<file path="src/rtl/ssd_bm_pkg.sv">
// Shared types and constants for the SSD block-matching disparity unit.
// No dependencies; used by every module under rtl/.
package ssd_bm_pkg;

   localparam int MAX_RADIUS_DEF = 7;
   localparam int COORD_BITS_DEF = 12;

   localparam int PIXEL_BITS  = 8;
   localparam int SQ_BITS     = 2 * PIXEL_BITS;
   localparam int SUM_BITS    = 24;
   localparam int RADIUS_BITS = 3;
   localparam int QUEUE_DEPTH = 2;

   localparam logic [RADIUS_BITS-1:0] RADIUS_RESET = 3'd3;
   localparam logic [SUM_BITS-1:0]    SUM_MAX      = {SUM_BITS{1'b1}};

   typedef struct packed {
      logic kind;         // 0 reference pixel, 1 candidate pixel
      logic last_pixel;
      logic last_window;
   } ctl_type;

   localparam logic KIND_REF  = 1'b0;
   localparam logic KIND_CAND = 1'b1;

endpackage

</file>
<file path="src/rtl/ssd_bm_front.sv">
// Front end: accepts requests, tracks the window index, holds the reference
// window memory and squares the pixel difference. Depends on ssd_bm_pkg.
module ssd_bm_front #(
   parameter int MAX_RADIUS = ssd_bm_pkg::MAX_RADIUS_DEF,
   parameter int COORD_BITS = ssd_bm_pkg::COORD_BITS_DEF
) (
   input  logic                                    clock,
   input  logic                                    reset,
   input  logic                                    csr_wen,
   input  logic [ssd_bm_pkg::RADIUS_BITS-1:0]      csr_wdata,
   input  logic                                    in_valid,
   output logic                                    in_ready,
   input  ssd_bm_pkg::ctl_type                     in_ctl,
   input  logic [ssd_bm_pkg::PIXEL_BITS-1:0]       in_pixel,
   input  logic [COORD_BITS-1:0]                   in_ref_x,
   input  logic [COORD_BITS-1:0]                   in_cand_x,
   input  logic                                    q_full,
   output logic                                    q_push,
   output ssd_bm_pkg::ctl_type                     q_ctl,
   output logic [ssd_bm_pkg::SQ_BITS-1:0]          q_sq,
   output logic [COORD_BITS-1:0]                   q_ref_x,
   output logic [COORD_BITS-1:0]                   q_cand_x
);

   localparam int SIDE_MAX = 2 * MAX_RADIUS + 1;
   localparam int WIN_MAX  = SIDE_MAX * SIDE_MAX;
   localparam int IDX_W    = $clog2(WIN_MAX);
   localparam int CNT_W    = $clog2(WIN_MAX + 1);

   function automatic logic [CNT_W-1:0] win_count(input logic [ssd_bm_pkg::RADIUS_BITS-1:0] radius);
      int r;
      int side;
      r = int'(radius);
      if (r < 1) r = 1;
      if (r > MAX_RADIUS) r = MAX_RADIUS;
      side = 2 * r + 1;
      return CNT_W'(side * side);
   endfunction

   logic [CNT_W-1:0]                    count_ff;
   logic [IDX_W-1:0]                    pixel_index_ff, pixel_index_in;
   logic [IDX_W-1:0]                    idx;
   logic [CNT_W-1:0]                    idx_inc;
   logic                                accept;

   logic [ssd_bm_pkg::PIXEL_BITS-1:0]   mem [WIN_MAX];
   logic [ssd_bm_pkg::PIXEL_BITS-1:0]   ref_pixel_ff;

   logic                                s1_valid_ff, s1_valid_in;
   ssd_bm_pkg::ctl_type                 s1_ctl_ff;
   logic [ssd_bm_pkg::PIXEL_BITS-1:0]   s1_pixel_ff;
   logic [COORD_BITS-1:0]               s1_ref_x_ff;
   logic [COORD_BITS-1:0]               s1_cand_x_ff;

   logic [ssd_bm_pkg::PIXEL_BITS-1:0]   diff;
   logic [ssd_bm_pkg::SQ_BITS-1:0]      diff_w;

   assign in_ready = !s1_valid_ff || !q_full;
   assign accept   = in_valid && in_ready;
   assign q_push   = s1_valid_ff && !q_full;

   always_comb begin
      idx     = (CNT_W'(pixel_index_ff) < count_ff) ? pixel_index_ff : '0;
      idx_inc = CNT_W'(idx) + CNT_W'(1);
      if (in_ctl.last_pixel || idx_inc >= count_ff) begin
         pixel_index_in = '0;
      end else begin
         pixel_index_in = idx_inc[IDX_W-1:0];
      end
   end

   always_comb begin
      s1_valid_in = s1_valid_ff;
      if (accept) begin
         s1_valid_in = 1'b1;
      end else if (q_push) begin
         s1_valid_in = 1'b0;
      end
   end

   always_ff @(posedge clock) begin
      if (reset) begin
         count_ff       <= win_count(ssd_bm_pkg::RADIUS_RESET);
         pixel_index_ff <= '0;
         s1_valid_ff    <= 1'b0;
      end else begin
         if (csr_wen) count_ff <= win_count(csr_wdata);
         if (accept) pixel_index_ff <= pixel_index_in;
         s1_valid_ff <= s1_valid_in;
      end
   end

   always_ff @(posedge clock) begin
      if (accept && in_ctl.kind == ssd_bm_pkg::KIND_REF) mem[idx] <= in_pixel;
      if (accept) begin
         ref_pixel_ff <= mem[idx];
         s1_ctl_ff    <= in_ctl;
         s1_pixel_ff  <= in_pixel;
         s1_ref_x_ff  <= in_ref_x;
         s1_cand_x_ff <= in_cand_x;
      end
   end

   always_comb begin
      diff   = (s1_pixel_ff >= ref_pixel_ff) ? s1_pixel_ff - ref_pixel_ff
                                             : ref_pixel_ff - s1_pixel_ff;
      diff_w = {{ssd_bm_pkg::PIXEL_BITS{1'b0}}, diff};
   end

   assign q_sq     = diff_w * diff_w;
   assign q_ctl    = s1_ctl_ff;
   assign q_ref_x  = s1_ref_x_ff;
   assign q_cand_x = s1_cand_x_ff;

endmodule

</file>
<file path="src/rtl/ssd_bm_queue.sv">
// Short register queue between the front end and the accumulator.
// Depends on ssd_bm_pkg for the control struct and depth.
module ssd_bm_queue #(
   parameter int COORD_BITS = ssd_bm_pkg::COORD_BITS_DEF
) (
   input  logic                               clock,
   input  logic                               reset,
   input  logic                               push,
   input  ssd_bm_pkg::ctl_type                push_ctl,
   input  logic [ssd_bm_pkg::SQ_BITS-1:0]     push_sq,
   input  logic [COORD_BITS-1:0]              push_ref_x,
   input  logic [COORD_BITS-1:0]              push_cand_x,
   output logic                               full,
   input  logic                               pop,
   output logic                               out_valid,
   output ssd_bm_pkg::ctl_type                out_ctl,
   output logic [ssd_bm_pkg::SQ_BITS-1:0]     out_sq,
   output logic [COORD_BITS-1:0]              out_ref_x,
   output logic [COORD_BITS-1:0]              out_cand_x
);

   localparam int DEPTH = ssd_bm_pkg::QUEUE_DEPTH;
   localparam int PTR_W = (DEPTH > 1) ? $clog2(DEPTH) : 1;
   localparam int CNT_W = $clog2(DEPTH + 1);

   ssd_bm_pkg::ctl_type              ctl_mem   [DEPTH];
   logic [ssd_bm_pkg::SQ_BITS-1:0]   sq_mem    [DEPTH];
   logic [COORD_BITS-1:0]            ref_x_mem [DEPTH];
   logic [COORD_BITS-1:0]            cand_x_mem[DEPTH];

   logic [PTR_W-1:0] wr_ptr_ff, wr_ptr_in;
   logic [PTR_W-1:0] rd_ptr_ff, rd_ptr_in;
   logic [CNT_W-1:0] count_ff, count_in;

   assign full      = (count_ff == CNT_W'(DEPTH));
   assign out_valid = (count_ff != '0);

   always_comb begin
      wr_ptr_in = (wr_ptr_ff == PTR_W'(DEPTH - 1)) ? '0 : wr_ptr_ff + PTR_W'(1);
      rd_ptr_in = (rd_ptr_ff == PTR_W'(DEPTH - 1)) ? '0 : rd_ptr_ff + PTR_W'(1);
      count_in  = count_ff;
      if (push && !pop) begin
         count_in = count_ff + CNT_W'(1);
      end else if (pop && !push) begin
         count_in = count_ff - CNT_W'(1);
      end
   end

   always_ff @(posedge clock) begin
      if (reset) begin
         wr_ptr_ff <= '0;
         rd_ptr_ff <= '0;
         count_ff  <= '0;
      end else begin
         if (push) wr_ptr_ff <= wr_ptr_in;
         if (pop) rd_ptr_ff <= rd_ptr_in;
         count_ff <= count_in;
      end
   end

   always_ff @(posedge clock) begin
      if (push) begin
         ctl_mem[wr_ptr_ff]    <= push_ctl;
         sq_mem[wr_ptr_ff]     <= push_sq;
         ref_x_mem[wr_ptr_ff]  <= push_ref_x;
         cand_x_mem[wr_ptr_ff] <= push_cand_x;
      end
   end

   assign out_ctl    = ctl_mem[rd_ptr_ff];
   assign out_sq     = sq_mem[rd_ptr_ff];
   assign out_ref_x  = ref_x_mem[rd_ptr_ff];
   assign out_cand_x = cand_x_mem[rd_ptr_ff];

`ifndef SYNTHESIS
   a_no_overflow: assert property (@(posedge clock) disable iff (reset)
      full |-> !push || pop)
      else $error("queue push while full");
   a_no_underflow: assert property (@(posedge clock) disable iff (reset)
      pop |-> out_valid)
      else $error("queue pop while empty");
   a_count_bound: assert property (@(posedge clock) disable iff (reset)
      count_ff <= CNT_W'(DEPTH))
      else $error("queue count beyond depth");
`endif

endmodule

</file>
<file path="src/rtl/ssd_bm_back.sv">
// Back end: accumulates squared differences, tracks the running minimum
// and holds the response register. Depends on ssd_bm_pkg.
module ssd_bm_back #(
   parameter int COORD_BITS = ssd_bm_pkg::COORD_BITS_DEF
) (
   input  logic                               clock,
   input  logic                               reset,
   input  logic                               q_valid,
   output logic                               q_pop,
   input  ssd_bm_pkg::ctl_type                q_ctl,
   input  logic [ssd_bm_pkg::SQ_BITS-1:0]     q_sq,
   input  logic [COORD_BITS-1:0]              q_ref_x,
   input  logic [COORD_BITS-1:0]              q_cand_x,
   output logic                               out_valid,
   input  logic                               out_ready,
   output logic [ssd_bm_pkg::SUM_BITS-1:0]    out_window_cost,
   output logic [COORD_BITS-1:0]              out_window_x,
   output logic [COORD_BITS-1:0]              out_best_x,
   output logic [ssd_bm_pkg::SUM_BITS-1:0]    out_best_cost,
   output logic [COORD_BITS:0]                out_disparity,
   output logic                               out_search_done
);

   localparam int SW = ssd_bm_pkg::SUM_BITS;

   logic [SW-1:0]          running_sum_ff, min_cost_ff;
   logic [COORD_BITS-1:0]  min_pos_ff, ref_col_ff;
   logic                   have_min_ff;
   logic                   out_valid_ff;

   logic [SW-1:0]          cost_ff, best_cost_ff;
   logic [COORD_BITS-1:0]  window_x_ff, best_x_ff;
   logic [COORD_BITS:0]    disparity_ff;
   logic                   done_ff;

   logic                   ends_window;
   logic [SW:0]            sum_wide;
   logic [SW-1:0]          sum_sat;
   logic                   take_min;
   logic [SW-1:0]          new_min;
   logic [COORD_BITS-1:0]  new_pos;
   logic [COORD_BITS:0]    disp;

   assign ends_window = (q_ctl.kind == ssd_bm_pkg::KIND_CAND) && q_ctl.last_pixel;
   assign q_pop       = q_valid && (!ends_window || !out_valid_ff || out_ready);

   always_comb begin
      sum_wide = {1'b0, running_sum_ff} + (SW + 1)'(q_sq);
      sum_sat  = sum_wide[SW] ? ssd_bm_pkg::SUM_MAX : sum_wide[SW-1:0];
      take_min = !have_min_ff || (sum_sat < min_cost_ff);
      new_min  = take_min ? sum_sat : min_cost_ff;
      new_pos  = take_min ? q_cand_x : min_pos_ff;
      disp     = q_ctl.last_window ? ({1'b0, ref_col_ff} - {1'b0, new_pos}) : '0;
   end

   always_ff @(posedge clock) begin
      if (reset) begin
         running_sum_ff <= '0;
         min_cost_ff    <= '0;
         min_pos_ff     <= '0;
         have_min_ff    <= 1'b0;
         ref_col_ff     <= '0;
         out_valid_ff   <= 1'b0;
      end else begin
         out_valid_ff <= (out_valid_ff && !out_ready) || (q_pop && ends_window);
         if (q_pop) begin
            if (q_ctl.kind == ssd_bm_pkg::KIND_REF) begin
               ref_col_ff     <= q_ref_x;
               running_sum_ff <= '0;
               have_min_ff    <= 1'b0;
            end else if (!q_ctl.last_pixel) begin
               running_sum_ff <= sum_sat;
            end else begin
               running_sum_ff <= '0;
               min_cost_ff    <= new_min;
               min_pos_ff     <= new_pos;
               have_min_ff    <= !q_ctl.last_window;
            end
         end
      end
   end

   always_ff @(posedge clock) begin
      if (q_pop && ends_window) begin
         cost_ff      <= sum_sat;
         window_x_ff  <= q_cand_x;
         best_x_ff    <= new_pos;
         best_cost_ff <= new_min;
         disparity_ff <= disp;
         done_ff      <= q_ctl.last_window;
      end
   end

   assign out_valid       = out_valid_ff;
   assign out_window_cost = cost_ff;
   assign out_window_x    = window_x_ff;
   assign out_best_x      = best_x_ff;
   assign out_best_cost   = best_cost_ff;
   assign out_disparity   = disparity_ff;
   assign out_search_done = done_ff;

`ifndef SYNTHESIS
   a_best_le_cost: assert property (@(posedge clock) disable iff (reset)
      out_valid_ff |-> best_cost_ff <= cost_ff)
      else $error("best cost above window cost");
   a_disp_zero: assert property (@(posedge clock) disable iff (reset)
      out_valid_ff && !done_ff |-> disparity_ff == '0)
      else $error("disparity set before search end");
   a_search_reset: assert property (@(posedge clock) disable iff (reset)
      q_pop && ends_window && q_ctl.last_window |=> !have_min_ff)
      else $error("minimum kept past search end");
   a_no_overwrite: assert property (@(posedge clock) disable iff (reset)
      out_valid_ff && !out_ready |=> out_valid_ff && $stable(cost_ff))
      else $error("pending response overwritten");
`endif

endmodule

</file>
<file path="src/rtl/ssd_block_match_disparity_unit.sv">
// Top level of the SSD stereo block-matching disparity unit.
// Depends on ssd_bm_pkg, ssd_bm_front, ssd_bm_queue and ssd_bm_back.
//
//  channel | direction | fields
//  req     | in        | tdata: pixel, ref_x, cand_x; tuser: kind, last_window; tlast: last_pixel
//  rsp     | out       | tdata: window_cost, window_x, best_x, best_cost, disparity;
//          |           | tlast: search_done
//  csr     | in        | window_radius, written on csr_wen
//
// One request per cycle while req_tready is high; the response for the request that ends
// a window leaves after reference memory read, square, accumulate into the response register.
// Reset clears the index, the search state and the two-entry queue; the reference
// window memory holds no reset value. A stalled response stops the accumulator at the
// next request that ends a window, the queue then fills and req_tready drops.
module ssd_block_match_disparity_unit #(
   parameter int MAX_RADIUS = ssd_bm_pkg::MAX_RADIUS_DEF,
   parameter int COORD_BITS = ssd_bm_pkg::COORD_BITS_DEF
) (
   input  logic                                clock,
   input  logic                                reset,
   input  logic                                csr_wen,
   input  logic [ssd_bm_pkg::RADIUS_BITS-1:0]  csr_wdata,
   input  logic                                req_tvalid,
   output logic                                req_tready,
   // pixel, ref_x, cand_x, zero fill
   input  logic [((ssd_bm_pkg::PIXEL_BITS + 2 * COORD_BITS + 7) / 8) * 8 - 1:0] req_tdata,
   // kind, last_window
   input  logic [1:0]                          req_tuser,
   input  logic                                req_tlast,
   output logic                                rsp_tvalid,
   input  logic                                rsp_tready,
   // window_cost, window_x, best_x, best_cost, disparity, zero fill
   output logic [((2 * ssd_bm_pkg::SUM_BITS + 3 * COORD_BITS + 1 + 7) / 8) * 8 - 1:0] rsp_tdata,
   output logic                                rsp_tlast
);

   localparam int PB     = ssd_bm_pkg::PIXEL_BITS;
   localparam int SW     = ssd_bm_pkg::SUM_BITS;
   localparam int RSP_W  = ((2 * SW + 3 * COORD_BITS + 1 + 7) / 8) * 8;

   ssd_bm_pkg::ctl_type            in_ctl, f_ctl, q_ctl;
   logic                           q_full, q_push, q_valid, q_pop;
   logic [ssd_bm_pkg::SQ_BITS-1:0] f_sq, q_sq;
   logic [COORD_BITS-1:0]          f_ref_x, f_cand_x, q_ref_x, q_cand_x;

   logic [SW-1:0]                  window_cost, best_cost;
   logic [COORD_BITS-1:0]          window_x, best_x;
   logic [COORD_BITS:0]            disparity;

   assign in_ctl.kind        = req_tuser[0];
   assign in_ctl.last_window = req_tuser[1];
   assign in_ctl.last_pixel  = req_tlast;

   ssd_bm_front #(
      .MAX_RADIUS (MAX_RADIUS),
      .COORD_BITS (COORD_BITS)
   ) u_front (
      .clock     (clock),
      .reset     (reset),
      .csr_wen   (csr_wen),
      .csr_wdata (csr_wdata),
      .in_valid  (req_tvalid),
      .in_ready  (req_tready),
      .in_ctl    (in_ctl),
      .in_pixel  (req_tdata[PB-1:0]),
      .in_ref_x  (req_tdata[PB +: COORD_BITS]),
      .in_cand_x (req_tdata[PB + COORD_BITS +: COORD_BITS]),
      .q_full    (q_full),
      .q_push    (q_push),
      .q_ctl     (f_ctl),
      .q_sq      (f_sq),
      .q_ref_x   (f_ref_x),
      .q_cand_x  (f_cand_x)
   );

   ssd_bm_queue #(
      .COORD_BITS (COORD_BITS)
   ) u_queue (
      .clock       (clock),
      .reset       (reset),
      .push        (q_push),
      .push_ctl    (f_ctl),
      .push_sq     (f_sq),
      .push_ref_x  (f_ref_x),
      .push_cand_x (f_cand_x),
      .full        (q_full),
      .pop         (q_pop),
      .out_valid   (q_valid),
      .out_ctl     (q_ctl),
      .out_sq      (q_sq),
      .out_ref_x   (q_ref_x),
      .out_cand_x  (q_cand_x)
   );

   ssd_bm_back #(
      .COORD_BITS (COORD_BITS)
   ) u_back (
      .clock           (clock),
      .reset           (reset),
      .q_valid         (q_valid),
      .q_pop           (q_pop),
      .q_ctl           (q_ctl),
      .q_sq            (q_sq),
      .q_ref_x         (q_ref_x),
      .q_cand_x        (q_cand_x),
      .out_valid       (rsp_tvalid),
      .out_ready       (rsp_tready),
      .out_window_cost (window_cost),
      .out_window_x    (window_x),
      .out_best_x      (best_x),
      .out_best_cost   (best_cost),
      .out_disparity   (disparity),
      .out_search_done (rsp_tlast)
   );

   assign rsp_tdata = RSP_W'({disparity, best_cost, best_x, window_x, window_cost});

endmodule

</file>
<file path="config.mk">
export PLATFORM = sky130hd
export DESIGN_NAME = ssd_block_match_disparity_unit
export DESIGN_NICKNAME = d
export VERILOG_FILES = /design/src/rtl/ssd_bm_pkg.sv /design/src/rtl/ssd_bm_front.sv /design/src/rtl/ssd_bm_queue.sv /design/src/rtl/ssd_bm_back.sv /design/src/rtl/ssd_block_match_disparity_unit.sv
export SDC_FILE = /design/constraint.sdc
export NUM_CORES = 2
export LEC_CHECK = 0
export BUFFER_PORTS_ARGS = -buffer_cell sky130_fd_sc_hd__buf_4
export CELL_PAD_IN_SITES_DETAIL_PLACEMENT = 0
export CELL_PAD_IN_SITES_GLOBAL_PLACEMENT = 1
export CORE_MARGIN = 3
export CORE_UTILIZATION = 30
export DETAILED_ROUTE_END_ITERATION = 8
export PLACE_DENSITY_LB_ADDON = 0.15
export RECOVER_POWER = 25
export SETUP_SLACK_MARGIN = 0.02
export SLEW_MARGIN = 10
export SYNTH_ARGS = -nofsm -noshare
export SYNTH_HDL_FRONTEND = slang
export SYNTH_HIERARCHICAL = 1
export SYNTH_SLANG_ARGS = --single-unit
</file>
<file path="constraint.sdc">
create_clock -name clock -period 17.9 [get_ports clock]
set_clock_uncertainty 0.15 [all_clocks]
set_input_delay 3.58 -clock clock [delete_from_list [all_inputs] [get_ports clock]]
set_output_delay 3.58 -clock clock [all_outputs]
set_load 0.01 [all_outputs]
</file>
==> Yosys cells after proc, flatten, opt, wreduce, memory -nomap -nowiden <==
Memory sizes are Yosys's and may differ from the RTL's. A register that Yosys moved wholly into a read port is not among the register bits.
Index checks and enable logic that the tools add are counted.
{ "word_totals": {"elab_cells": 112, "memories": 5, "latch_bits": 0, "output_inout_bits": 91, "mem_bits_ro": 0, "input_bits": 43, "register_bits": 204, "mem_bits_rw": 1886} }
{ "classes": {"div": 0, "n_mux": 32, "n_bitwise": 2, "n_mul": 2, "shift": 0, "addsub": 10, "reduce_logical": 30, "magnitude_cmp": 6, "eq_ne": 2} }
{ "memory_table": {"columns": ["memory", "depth", "width", "read_ports", "rd_ports_with_merged_regs", "wr", "line", "source"], "rows": [
  ["u_front.mem", 225, 8, 1, 1, 1, "ssd_bm_front.sv:46", "logic [ssd_bm_pkg::PIXEL_BITS-1:0] mem [WIN_MAX];"],
  ["u_queue.sq_mem", 2, 16, 1, 1, 1, "ssd_bm_queue.sv:27", "logic [ssd_bm_pkg::SQ_BITS-1:0] sq_mem [DEPTH];"],
  ["u_queue.cand_x_mem", 2, 12, 1, 1, 1, "ssd_bm_queue.sv:29", "logic [COORD_BITS-1:0] cand_x_mem[DEPTH];"],
  ["u_queue.ref_x_mem", 2, 12, 1, 1, 1, "ssd_bm_queue.sv:28", "logic [COORD_BITS-1:0] ref_x_mem [DEPTH];"],
  ["u_queue.ctl_mem", 2, 3, 1, 1, 1, "ssd_bm_queue.sv:26", "ssd_bm_pkg::ctl_type ctl_mem [DEPTH];"]
]} }
{ "op_table": {"columns": ["operator", "count"], "rows": [
  ["24-bit two-way mux", 4],
  ["31-bit two-way mux", 3],
  ["32-bit two-way mux", 2],
  ["32-bit by 2-bit adder with 32-bit output, second input constant", 1],
  ["32-bit by 4-bit greater-than comparator with 1-bit output, second input constant", 1],
  ["32-bit by 32-bit multiplier with 8-bit output", 1],
  ["24-bit by 16-bit adder with 25-bit output", 1],
  ["24-bit less-than comparator", 1],
  ["8-bit two-way mux", 3],
  ["8-bit greater-or-equal comparator", 2],
  ["8-bit by 8-bit multiplier with 16-bit output", 1],
  ["1-bit two-way mux", 16],
  ["8-bit subtractor", 2],
  ["12-bit by 12-bit subtractor with 13-bit output", 1],
  ["12-bit two-way mux", 1],
  ["1-bit logical AND", 9],
  ["1-bit zero test", 9],
  ["8-bit by 1-bit adder with 8-bit output, second input constant", 1],
  ["8-bit less-than comparator", 1],
  ["1-bit logical OR", 6],
  ["2-bit nonzero test", 3],
  ["2-bit two-way mux", 2],
  ["2-bit AND reduction", 2],
  ["3-bit by 1-bit less-than comparator with 1-bit output, second input constant", 1],
  ["8 further kinds", 10]
]} }

==> Logic depth before layout (Yosys ltp) <==
{ "depth": {"depth_word": 10, "mapped_depth": 36} }

==> Hierarchy <==
The synthesis kept the hierarchy.
{ "modules_own_cells": {"columns": ["module", "n_inst", "cells_each", "area_each_um2"], "rows": [
  ["ssd_bm_front", 1, 4676, 74164.9],
  ["ssd_bm_back", 1, 783, 7807.5],
  ["ssd_bm_queue", 1, 156, 3311.9],
  ["ssd_block_match_disparity_unit", 1, 4, 26.3]
]} }

==> Worst setup path after synthesis <==
OpenSTA, ideal clock, no wires.
{ "synth_timing": {"path_type": "reg2reg", "from": "reg with a tool-made name", "to": "reg u_back.disparity_ff[11], in the netlist u_back/out_disparity[11], data pin", "path_buffers": 4, "required_ns": 17.485, "arrival_time_ns": 7.711, "path_stages_with_launch": 37, "path_slack_ns": 9.774, "setup_time_ns": 0.265, "path_cell_list": "dfxtp_1 buf_2 buf_4 mux2_2 ha_1 a21o_1 a21oi_1 o21bai_1 a21oi_1 o21bai_1 a311oi_1 o31a_1 o21ai_1 nand3_1 mux2i_1 inv_1 ha_1 a21oi_1 o21ai_0 a221oi_1 nand3_1 o21ai_4 clkbuf_1 clkbuf_1 nand2_1 nand2_1 ha_1 inv_1 a21o_1 a21oi_1 inv_1 maj3_1 maj3_2 maj3_2 o311a_1 o31ai_1 mux2i_1"} }
{ "synth_lines": {"columns": ["item", "line", "source"], "rows": [
  ["to (signal assigned)", "ssd_bm_back.sv:89", "disparity_ff <= disp;"],
  ["to (decl)", "ssd_bm_back.sv:33", "logic [COORD_BITS:0] disparity_ff;"]
]} }

==> run summary <==
Actual slew at the worst max-slew pin: 5.98 ns
Final Hold Fails: 0
Final setup fails: 0
Worst hold start: u_front/q_cand_x[6]$_DFFE_PP_
Hold endpoint: u_queue/cand_x_mem[1][6]$_DFFE_PP_
Worst Path Required: 18.35 ns
Clock net sink count: 2,108
Failing checks: max-capacitance violations, max-slew violations
Type of the worst setup path: flip-flop to flip-flop
Synth Instances: 5,619
Num CTS Buffers: 236
Drt total wl: 269 mm
Skew-Pair Late Insertion Delay: 0.91 ns
I/O pin count: 134
Sw power: 3.49 mW
Pre-Repair DR Iteration Count: 5
FP Rows: 195
Max-slew headroom: -2.99
Leakage: 30.6 nW
Final worst setup slack: 6.47 ns
Post-route ant nets: 0
Root buf cell: clkbuf_16
DIE AREA: 291,000 µm²
CP startpoint kind: flip-flop
Post-layout util: 0.347
Cells on Worst Hold Path: 0
Port Buffer Count: 130
Distinct cells, synth: 93
Hpwl dp: 161 mm
Minimum clock period: 11.43 ns
#FFs+latches synth: 2,108
Vias in the first global route: 49,300
Clock transition at path regs: 0.06 ns
Share of layout cells above drive strength 1: 0.132
CP max-delay cell: clkbuf_1
Commonest cells after routing, fill and taps aside: edfxtp_1 (2,015), nor2_1 (433), o22ai_1 (340)
Commonest non-fill, non-tap cell in the layout: edfxtp_1
Syn avg cell area: 15.2 µm²
Worst vdd ir: 0.134 mV
Hold/Removal Path Class: flip-flop to flip-flop
# placed instances: 9,269
Post-Route Setup TNS: 0 ns
CP max stage delay: 1.95 ns
Drc violations: 0
Pre-CTS setup slack: 8.16 ns
Clk pwr share: 0.366
Die X: 539 µm
RSZ-0062 raised after global routing: false
Pwr Density: 132 nW/µm²
Critical Path Sink Type: flip-flop
Die Y: 539 µm
CP max FO: 43
Worst-case clock buffer depth: 4
CTS-repair resized insts: 0
Internal reg-to-reg setup slack: 6.47 ns
DR vias/cell: 5.15
Worst EP arrival: 11.88 ns
Cell Area, Synth: 85,300 µm²
Final Non-Filler Cells: 9,712
Post-synthesis sequential area ratio: 0.731
DRT iter0 DRCs: 4,033
Primary FF master, synth: edfxtp_1
Status: finished with violations
FF-to-FF End: u_back/out_disparity[11]$_SDFFCE_PN0P_
Combinational power share: 0.184
Initial antenna violation count: 24
Final slew viol count: 1,104
First-pass GRT wire length: 383 mm
Via count: 50,000
Fmax: 87.5 MHz
Wire length per cell: 27.7 µm
Reg2reg path depth: 32
Max_cap viols: 15
GRT overflow: 0
Seq pwr share: 0.449
Area Growth Syn to Fin: 14.9%
Pin count of the biggest net entering global routing: 130
Yosys warning total: 6
Sw Ratio: 0.271
Hold_ws: 0.297 ns
Aggregate global-route resource usage: 0.180
# hold bufs at CTS: 0
Initial Util: 0.302
Int Power: 9.40 mW
GPL Wtd Cong: 0.801
H-Tree Depth: 4
FFs w/ async S/R, synth: 0
Final Cycle Share: 0.638
TritonCTS clock tree: yes
Buffer count from post-CTS setup fixing: 0
Core area: 283,000 µm²
Nets: 5,957
EDFF count, synth: 2,015
## cell type report
type	count	area, µm²
Fill cell	27300	185000
Antenna cell	16	40.0
Sequential cell	2108	62400
Timing Repair Buffer	258	1910
Tap cell	3743	4680
Multi-Input combinational cell	3019	21000
Clock inverter	138	1320
Clock buffer	289	6110
Inverter	141	539
## cells in the mapped netlist (49+ instances only)
master / instances / area [µm²]
a2bb2oi_1: 49 / 429
clkbuf_1: 153 / 574
a21oi_1: 176 / 881
edfxtp_1: 2015 / 60500
o221ai_1: 84 / 736
o22ai_1: 340 / 2130
nor2b_1: 115 / 719
dfxtp_1: 93 / 1860
inv_1: 137 / 514
buf_2: 135 / 676
nor3_1: 162 / 811
mux2i_1: 210 / 2100
nand2_1: 186 / 698
ha_1: 120 / 1500
mux2_2: 182 / 2050
o21ai_0: 192 / 961
a211oi_1: 169 / 1270
nand3_1: 56 / 280
o211ai_1: 69 / 518
nor2_1: 437 / 1640
## stage by stage
stage	cell area, µm²	power, mW
2_1_floorplan	85300	7.59
3_3_place_gp	90700	8.31
3_5_place_dp	90700	8.32
4_1_cts	98100	13.1
5_1_grt	98000	13.6
6_report	98000	12.9
## how the worst max path moves through the flow
| stage | from | to | slack [ns] | cells after the start |
|---|---|---|---|---|
| 4_1_cts | flip-flop | u_back/out_disparity[11]$_SDFFCE_PN0P_ | 8.15 | 31 |
| 3_3_place_gp | flip-flop | u_back/out_disparity[11]$_SDFFCE_PN0P_ | 8.26 | 31 |
| 5_1_grt | flip-flop | u_back/out_disparity[11]$_SDFFCE_PN0P_ | 5.25 | 32 |
| 2_1_floorplan | flip-flop | u_back/out_disparity[11]$_SDFFCE_PN0P_ | 9.77 | 36 |
| 6_report | flip-flop | u_back/out_disparity[11]$_SDFFCE_PN0P_ | 6.47 | 32 |
| 3_5_place_dp | flip-flop | u_back/out_disparity[11]$_SDFFCE_PN0P_ | 8.16 | 31 |
## layer usage
metal | vias to the layer above | global-route usage | share of wire
li1 | 22400 | - | -
met2 | 1327 | 0.287 | 0.46
met3 | 337 | 0.0277 | 0.054
met1 | 26000 | 0.254 | 0.45
met5 | - | 0 | 0.00022
met4 | 10 | 0.0530 | 0.027
## logic make-up (layout without fill, tap and decap cells)
family          after synthesis  after routing  synth area share
compound gates             1332           1332             0.105
fa+ha+maj                   156            156            0.0254
simple gates               1073           1073            0.0580
buf+inv                     494            826            0.0249
flops                      2108           2108             0.731
xor+xnor                     61             61           0.00626
other cells                   2             20         0.0000880
mux                         393            393            0.0489
## power groups by stage
stage / clock, mW / combinational (mW) / sequential, mW
after global routing: 5.06 / 2.72 / 5.80
after global placement: 0 / 2.43 / 5.88
after floorplan: 0 / 1.71 / 5.89
after CTS: 4.86 / 2.45 / 5.78
after detailed placement: 0 / 2.43 / 5.89
final: 4.72 / 2.38 / 5.79
## registers in the layout (all words and copies together), names as in the netlist, 2 cells and up, named ones only
name	flops
u_front/mem	1800
u_queue/sq_mem	32
u_back/min_cost_ff	24
u_back/out_best_cost	24
u_back/out_window_cost	24
u_back/running_sum_ff	24
u_queue/cand_x_mem	24
u_queue/ref_x_mem	24
u_back/out_disparity	13
u_back/min_pos_ff	12
u_back/out_best_x	12
u_back/out_window_x	12
u_back/ref_col_ff	12
u_front/q_cand_x	12
u_front/q_ref_x	12
u_front/pixel_index_ff	8
u_front/ref_pixel_ff	8
u_front/s1_pixel_ff	8
u_queue/ctl_mem	6
u_front/count_ff	5
u_front/q_ctl	3
u_queue/count_ff	2
## worst max-delay path, delay by kind of cell (launching register included)
family,cells,cell delay [ns]
AO/OA/AOI/OAI,10,2.48
adder cells (fa/ha/maj),7,2.32
buffers and inverters,5,3.41
flip-flops,1,0.30
AND/OR/NAND/NOR,6,1.17
multiplexers,4,1.32
(Power assumes the default switching activity.)
